`config.mk`:
```
export PLATFORM = sky130hd
export DESIGN_NAME = elevator_trip_sequencer_flat
export DESIGN_NICKNAME = d
export VERILOG_FILES = /design/src/ets_pkg.sv /design/src/ets_if.sv /design/src/elevator_trip_sequencer.sv /design/src/ets_step.sv /design/src/flat_wrapper.sv
export VERILOG_INCLUDE_DIRS = /design/src /design/src/src
export SDC_FILE = /design/constraint.sdc
export NUM_CORES = 1
export LEC_CHECK = 0
export BUFFER_PORTS_ARGS = -buffer_cell sky130_fd_sc_hd__buf_2
export CAP_MARGIN = 25
export CORE_ASPECT_RATIO = 0.5
export CORE_MARGIN = 4
export CORE_UTILIZATION = 45
export CTS_CLUSTER_DIAMETER = 100
export DETAILED_ROUTE_END_ITERATION = 12
export GPL_TIMING_DRIVEN = 0
export MAX_ROUTING_LAYER = met4
export PLACE_DENSITY = 0.69
export RECOVER_POWER = 50
export SYNTH_ARGS = -nofsm -noshare
export SYNTH_HDL_FRONTEND = slang
export SYNTH_SLANG_ARGS = --single-unit
```
`constraint.sdc`:
```
create_clock -name clk -period 3.5 [get_ports clk]
set_input_delay 0.35 -clock clk [delete_from_list [all_inputs] [get_ports clk]]
set_output_delay 0.35 -clock clk [all_outputs]
set_load 0.02 [all_outputs]
```
`src/elevator_trip_sequencer_defines.svh`:
```
// Assertion macros for the trip sequencer
`ifndef ELEVATOR_TRIP_SEQUENCER_DEFINES_SVH
`define ELEVATOR_TRIP_SEQUENCER_DEFINES_SVH

// same-cycle implication, clocked on clk, off during rst
`define ETS_ASSERT_NOW(name, ante, cons, msg) \
  name: assert property (@(posedge clk) disable iff (rst) (ante) |-> (cons)) \
    else $error(msg);

// next-cycle implication
`define ETS_ASSERT_NEXT(name, ante, cons, msg) \
  name: assert property (@(posedge clk) disable iff (rst) (ante) |=> (cons)) \
    else $error(msg);

`endif

```
`src/ets_pkg.sv`:
```
package ets_pkg;

  localparam int FLOORS  = 8;
  localparam int FLOOR_W = 3;
  localparam int LANES   = (FLOORS < 8) ? FLOORS : 8;

  localparam logic [FLOOR_W-1:0] TOP_FLOOR = FLOOR_W'(LANES - 1);
  localparam logic [7:0]         LANE_MASK = 8'((1 << LANES) - 1);

  localparam logic REQ_START = 1'b0;
  localparam logic REQ_TICK  = 1'b1;

  typedef enum logic [2:0] {
    PH_IDLE  = 3'd0,
    PH_MOVE  = 3'd1,
    PH_BRAKE = 3'd2,
    PH_STOP  = 3'd3,
    PH_OPEN  = 3'd4,
    PH_DONE  = 3'd5
  } phase_t;

  typedef enum logic [1:0] {
    SP_AT    = 2'd0,
    SP_LEAVE = 2'd1,
    SP_FAST  = 2'd2,
    SP_ENTER = 2'd3
  } speed_t;

  typedef enum logic [1:0] {
    ERR_NONE  = 2'd0,
    ERR_MULTI = 2'd1,
    ERR_SKIP  = 2'd2,
    ERR_BRAKE = 2'd3
  } err_t;

  typedef struct packed {
    logic rel;
    logic down;
    logic run;
    logic en;
  } drive_t;

  typedef struct packed {
    logic               req_type;
    logic [FLOOR_W-1:0] start_floor;
    logic [FLOOR_W-1:0] dest_floor;
    logic [7:0]         floor_sensors;
    logic               slow_sensor;
    logic [7:0]         door_sensors;
  } req_t;

  typedef struct packed {
    logic               drive_enable;
    logic               drive_run;
    logic               drive_down;
    logic               brake_release;
    logic [7:0]         door_unlock;
    logic [FLOOR_W-1:0] floor_now;
    logic [1:0]         speed_phase;
    logic [2:0]         trip_phase;
    logic [1:0]         error_code;
    logic               trip_done;
  } res_t;

  typedef struct packed {
    phase_t             phase;
    speed_t             speed;
    logic [FLOOR_W-1:0] cur;
    logic [FLOOR_W-1:0] prev;
    logic [FLOOR_W-1:0] target;
    logic [FLOOR_W-1:0] source;
    logic [7:0]         unlock;
    drive_t             lines;
    err_t               err;
  } state_t;

  localparam state_t ST_RESET = '{
    phase:  PH_IDLE,
    speed:  SP_AT,
    cur:    '0,
    prev:   '0,
    target: '0,
    source: '0,
    unlock: '0,
    lines:  '0,
    err:    ERR_NONE
  };

  function automatic logic [FLOOR_W-1:0] absdiff(input logic [FLOOR_W-1:0] a,
                                                 input logic [FLOOR_W-1:0] b);
    return (a > b) ? (a - b) : (b - a);
  endfunction

  function automatic logic [FLOOR_W-1:0] clamp_floor(input logic [FLOOR_W-1:0] f);
    return (f > TOP_FLOOR) ? TOP_FLOOR : f;
  endfunction

endpackage

```
`src/ets_if.sv`:
```
interface ets_req_if import ets_pkg::*; ();
  logic valid;
  logic ready;
  req_t payload;

  modport source (output valid, output payload, input ready);
  modport sink (input valid, input payload, output ready);
endinterface

interface ets_res_if import ets_pkg::*; ();
  logic valid;
  logic ready;
  res_t payload;

  modport source (output valid, output payload, input ready);
  modport sink (input valid, input payload, output ready);
endinterface

```
`src/elevator_trip_sequencer.sv`:
```
// channel | dir | payload
// req     | in  | req_type, start_floor, dest_floor, floor_sensors, slow_sensor, door_sensors
// res     | out | drive lines, door_unlock, floor_now, speed_phase, trip_phase, error_code,
//         |     | trip_done
// One transaction in gives one out; it passes through the input register, then the result register.
// One transaction per cycle while the result is not stalled: input register, one combinational step, result register.
// rst is synchronous, active high; it clears the trip state and both valid flags.
// A stalled result holds; the input register takes one more transaction, then ready drops.
`include "elevator_trip_sequencer_defines.svh"

module elevator_trip_sequencer import ets_pkg::*; (
  input logic      clk,
  input logic      rst,
  ets_req_if.sink  req,
  ets_res_if.source res
);

  logic   s1_valid;
  req_t   s1_item;
  state_t st;
  state_t st_next;
  res_t   result;
  logic   out_valid;
  res_t   out_data;
  logic   adv;

  assign adv         = s1_valid && (!out_valid || res.ready);
  assign req.ready   = !s1_valid || adv;
  assign res.valid   = out_valid;
  assign res.payload = out_data;

  ets_step u_step (
    .item    (s1_item),
    .st      (st),
    .st_next (st_next),
    .result  (result)
  );

  always_ff @(posedge clk) begin
    if (rst) begin
      s1_valid  <= 1'b0;
      out_valid <= 1'b0;
      st        <= ST_RESET;
    end else begin
      if (req.ready) begin
        s1_valid <= req.valid;
      end
      if (adv) begin
        st        <= st_next;
        out_valid <= 1'b1;
      end else if (res.ready) begin
        out_valid <= 1'b0;
      end
    end
  end

  always_ff @(posedge clk) begin
    if (req.valid && req.ready) begin
      s1_item <= req.payload;
    end
    if (adv) begin
      out_data <= result;
    end
  end

  `ETS_ASSERT_NOW(a_lines_off_at_door, (st.phase == PH_OPEN || st.phase == PH_DONE),
                  (st.lines == '0), "drive lines active while door phase")
  `ETS_ASSERT_NOW(a_no_take_when_full, (s1_valid && out_valid && !res.ready),
                  (!req.ready), "input taken while both stages full")
  `ETS_ASSERT_NEXT(a_start_clears, (adv && s1_item.req_type == REQ_START),
                   (st.unlock == '0 && st.speed == SP_AT), "trip start did not clear state")
  `ETS_ASSERT_NOW(a_floor_range, 1'b1,
                  (st.cur <= TOP_FLOOR && st.prev <= TOP_FLOOR), "floor out of range")

endmodule

```
`src/ets_step.sv`:
```
module ets_step import ets_pkg::*; (
  input  req_t   item,
  input  state_t st,
  output state_t st_next,
  output res_t   result
);

  logic               seen;
  logic               multi;
  logic [FLOOR_W-1:0] dprev;
  logic [FLOOR_W-1:0] dtgt;
  logic [FLOOR_W-1:0] src;
  logic [FLOOR_W-1:0] tgt;

  always_comb begin
    st_next = st;
    seen    = 1'b0;
    multi   = 1'b0;
    dprev   = '0;
    dtgt    = '0;
    src     = clamp_floor(item.start_floor);
    tgt     = clamp_floor(item.dest_floor);

    if (item.req_type == REQ_START) begin
      st_next.source = src;
      st_next.target = tgt;
      st_next.cur    = src;
      st_next.prev   = src;
      st_next.speed  = SP_AT;
      st_next.unlock = '0;
      st_next.phase  = (src == tgt) ? PH_STOP : PH_MOVE;
    end else begin
      // floor encode: highest lit lane wins
      for (int i = 0; i < LANES; i++) begin
        if (item.floor_sensors[i]) begin
          if (seen) begin
            multi = 1'b1;
          end
          seen        = 1'b1;
          st_next.cur = FLOOR_W'(i);
        end
      end
      if (multi) begin
        st_next.err = ERR_MULTI;
      end

      dprev = absdiff(st_next.prev, st_next.cur);
      case (dprev)
        3'd0: begin
          if (item.slow_sensor) begin
            if (st_next.speed == SP_AT) begin
              st_next.speed = SP_LEAVE;
            end else if (st_next.speed == SP_FAST) begin
              st_next.speed = SP_ENTER;
            end
          end else begin
            st_next.speed = SP_FAST;
          end
        end
        3'd1: begin
          st_next.prev  = st_next.cur;
          st_next.speed = SP_AT;
        end
        default: begin
          st_next.prev  = st_next.cur;
          st_next.speed = SP_AT;
          st_next.err   = ERR_SKIP;
        end
      endcase

      case (st_next.phase)
        PH_MOVE: begin
          dtgt = absdiff(st_next.cur, st_next.target);
          if (dtgt == '0) begin
            st_next.phase = PH_STOP;
            st_next.err   = ERR_BRAKE;
          end else if (dtgt == FLOOR_W'(1) && st_next.speed == SP_ENTER) begin
            st_next.phase = PH_BRAKE;
          end
          if (st_next.source == st_next.target) begin
            st_next.lines.en  = 1'b1;
            st_next.lines.run = 1'b0;
            st_next.lines.rel = 1'b1;
          end else begin
            st_next.lines.en   = 1'b1;
            st_next.lines.run  = 1'b1;
            st_next.lines.rel  = 1'b1;
            st_next.lines.down = (st_next.source > st_next.target);
          end
        end
        PH_BRAKE: begin
          if (st_next.speed == SP_AT || st_next.cur == st_next.target) begin
            st_next.phase = PH_STOP;
          end
          st_next.lines.en  = 1'b1;
          st_next.lines.run = 1'b0;
          st_next.lines.rel = 1'b1;
        end
        PH_STOP: begin
          st_next.lines = '0;
          st_next.phase = PH_OPEN;
        end
        PH_OPEN: begin
          st_next.unlock[st_next.cur] = 1'b1;
          if ((item.door_sensors & LANE_MASK) != 8'd0) begin
            st_next.phase = PH_DONE;
          end
        end
        default: begin
        end
      endcase
    end

    result.drive_enable  = st_next.lines.en;
    result.drive_run     = st_next.lines.run;
    result.drive_down    = st_next.lines.down;
    result.brake_release = st_next.lines.rel;
    result.door_unlock   = st_next.unlock;
    result.floor_now     = st_next.cur;
    result.speed_phase   = st_next.speed;
    result.trip_phase    = st_next.phase;
    result.error_code    = st_next.err;
    result.trip_done     = (st_next.phase == PH_DONE);
  end

endmodule
```
`src/flat_wrapper.sv`:
```
// flat-port wrapper written by rule: the top's interface ports become plain ports
module elevator_trip_sequencer_flat import ets_pkg::*;
  (clk, rst, req_valid, req_payload, req_ready, res_valid, res_payload, res_ready);
  ets_req_if req_i ();
  ets_res_if res_i ();
  input logic clk;
  input logic rst;
  input wire logic [$bits(req_i.valid)-1:0] req_valid;
  input wire logic [$bits(req_i.payload)-1:0] req_payload;
  output wire logic [$bits(req_i.ready)-1:0] req_ready;
  output wire logic [$bits(res_i.valid)-1:0] res_valid;
  output wire logic [$bits(res_i.payload)-1:0] res_payload;
  input wire logic [$bits(res_i.ready)-1:0] res_ready;
  assign req_i.valid = req_valid;
  assign req_i.payload = req_payload;
  assign req_ready = req_i.ready;
  assign res_valid = res_i.valid;
  assign res_payload = res_i.payload;
  assign res_i.ready = res_ready;
  elevator_trip_sequencer u_core (.clk(clk), .rst(rst), .req(req_i), .res(res_i));
endmodule
```
==> summary.md <==
| Metric | Value |
|---|---|
| # IOs | 53 |
| Commonest non-fill, non-tap cell in the layout | edfxtp_1 |
| Antenna diodes | 0 |
| Min cycle time layout | 3.40 ns |
| DR pass1 iterations | 4 |
| Ys flop type | edfxtp_1 |
| Outcome | completed |
| Sink Count | 79 |
| Syn_area_per_cell | 10.6 um^2 |
| Clock buffer depth | 2 |
| Reg2Reg Setup Slack | 0.1 ns |
| Max frequency | 294 MHz |
| GRT Util Overall | 16.9% |
| Syn nets | 395 |
| Fin. Hold Viols | 0 |
| Net count, final | 465 |
| Yosys warning total | 0 |
| Fin Clk Skew | 0.00801 ns |
| Largest net degree at the start of global routing | 33 |
| GRT Residual Overflow | 0 |
| CP Max Fanout | 12 |
| Setup-failing EPs final | 0 |
| Pwr dens | 491 nW/um^2 |
| Fin. max-slew vios | 0 |
| Final WL | 7810 um |
| LEAKAGE | 1.64 nW |
| CTS Root Cell | clkbuf_16 |
| Most frequent cells in the layout | edfxtp_1, nor2_1, clkbuf_1 |
| Chip height | 72.1 um |
| First-pass GRT wire length | 12300 um |
| Cells after Synth | 349 |
| Number of flops mapped to enable cells by yosys | 47 |
| Arrival time worst endpoint | 3.48 ns |
| Cell area after synthesis | 3690 um^2 |
| Crit end category | flip-flop |
| Hold buffers post-CTS | 0 |
| DRC | 0 |
| Vias in the first global route | 2497 |
| Clk pin slew, worst setup/hold paths | 0.06 ns |
| Final TNS setup | 0 ns |
| Total CTS buffers | 9 |
| Max-cap violation count | 0 |
| Number of synthesized register bits | 79 |
| TritonCTS clock tree | built |
| H-tree depth | 3 |
| Placement Rows | 23 |
| Clock Latency Late Sink | 0.33 ns |
| WL/cell | 14.6 um |
| Share of layout cells above drive strength 1 | 14.6% |
| Type of the worst min-delay path | input pin to flip-flop |
| VDD IR-drop max | 289 uV |
| Post-synth ARST share | 0% |
| Worst path required time | 3.58 ns |
| Inst Count DP | 512 |
| Gpl congestion | 0.953 |
| Seq/Total Area, Yosys | 55.6% |
| Worst rel slew slack | 31.7% |
| Initial Util | 46.2% |
| Post-route ant nets | 0 |
| Least-Margin Pin Slew | 1.02 ns |
| Final worst setup slack | 0.0971 ns |
| Number of port buffers | 51 |
| Tcrit/Tclk final | 97.2% |
| Detailed Place HPWL | 5610 um |
| Yosys cell types | 49 |
| Setup CP Type | flip-flop to flip-flop |
| Die area | 9810 um^2 |
| Startpoint types | flip-flop |
| Via count | 2757 |
| Final Non-Filler Cells | 536 |
| Area Growth Syn to Fin | 21.0% |
| Unrepaired setup endpoints after global routing | true |
| Antenna violations before repair | 0 |
| Initial DRC Count | 174 |
| Pre-CTS setup slack | -0.425 ns |
| Vias/cell | 5.14 |
| Core area | 8000 um^2 |
| Die Span X | 136 um |
[worst max-delay path, stage by stage (launching register included)]
cell      delay (ns)
edfxtp_1        0.38
buf_4           0.16
nor2_1          0.12
a211oi_2        0.10
o31ai_4         0.36
inv_4           0.15
fa_1            0.46
mux2i_2         0.21
a22oi_2         0.12
a2111o_1        0.39
a31o_1          0.21
a221oi_2        0.28
and3b_1         0.21
[registers in the layout (all words and copies together) (netlist names)]
signal and cells:
u_core.st 30, u_core.s1_item 24, u_core.res.valid 1, u_core.res.payload 23, u_core.s1_valid 1
[routing by layer]
metal	GRT usage [%]	wire, um
met4	5.59	100
met2	24.2	3210
met3	5.75	637
met5	-	0
met1	22.8	3860
[final timing paths]
path	cells past startpoint	endpoint	start
worst max-delay path	12	u_core.res.payload[0]$_DFFE_PP_	u_core.s1_item[9]$_DFFE_PP_
worst min-delay path	1	u_core.s1_item[14]$_DFFE_PP_	req_payload[14]
worst max register to register	12	u_core.res.payload[0]$_DFFE_PP_	u_core.s1_item[9]$_DFFE_PP_
worst min register to register	2	u_core.st[2]$_SDFFE_PP0P_	u_core.st[2]$_SDFFE_PP0P_
[through the flow]
step | cell area [um^2] | power, mW | util [%] | hold slack, ns
floorplan | 3710 | 1.23 | - | 0.436
global placement | 4100 | 1.30 | 51.3 | 0.443
detailed placement | 4100 | 1.30 | 51.3 | 0.448
CTS | 4450 | 2.22 | 55.6 | 0.178
global route | 4470 | 2.29 | 55.9 | 0.174
finish | 4470 | 2.19 | 55.9 | 0.192
[synthesized netlist by cell type, types with 2 or more instances]
library cell / number / share of area [%]
nor2_1: 39 / 4.0
and2_1: 4 / 0.68
a21oi_1: 26 / 3.5
nand2_1: 30 / 3.0
nand3b_1: 2 / 0.41
edfxtp_1: 47 / 38
nand3_1: 4 / 0.54
fa_1: 4 / 2.2
o22a_1: 2 / 0.47
dfxtp_1: 32 / 17
a311oi_1: 2 / 0.47
nand2b_1: 5 / 0.85
buf_4: 2 / 0.41
xor2_1: 4 / 0.95
o211ai_1: 2 / 0.41
o21a_1: 10 / 2.0
nor2b_1: 9 / 1.5
nor4_1: 4 / 0.68
o21ai_0: 13 / 1.8
ha_1: 14 / 4.7
inv_1: 20 / 2.0
nor3_1: 12 / 1.6
clkbuf_1: 11 / 1.1
a31oi_1: 12 / 2.0
mux2i_1: 7 / 1.9
a211oi_1: 9 / 1.8
[power breakdown]
group / internal (mW) / leakage (nW) / switching [mW] / total, mW
Sequential: 1.03 / 0.719 / 0.0246 / 1.06
Combinational: 0.0864 / 0.778 / 0.148 / 0.235
Clock: 0.566 / 0.143 / 0.337 / 0.902
Total: 1.69 / 1.64 / 0.510 / 2.19
[final cells by class]
class | instances | area, um^2
Clock buffer | 14 | 287
Inverter | 22 | 90.1
Fill cell | 729 | 3530
Clock inverter | 2 | 12.5
Sequential cell | 79 | 2050
Timing Repair Buffer | 59 | 289
Multi-Input combinational cell | 235 | 1540
Tap cell | 112 | 140
Buffer | 13 | 57.6
[cell families after synthesis]
family,synth area share [%]
AO/OA/AOI/OAI,16.0
XOR/XNOR,1.19
adder cells (fa/ha/maj),6.91
buffers and inverters,3.76
flip-flops,55.6
multiplexers,1.90
AND/OR/NAND/NOR,14.7
[what timing repair did]
| action | in CTS | in global routing |
|---|---|---|
| pin swaps | 3 | 1 |
| buffers inserted | 4 | 3 |
| gates resized for setup | 6 | 6 |
| endpoints found under the setup margin | 9 | 3 |
Power figures use the tool's default switching activity.
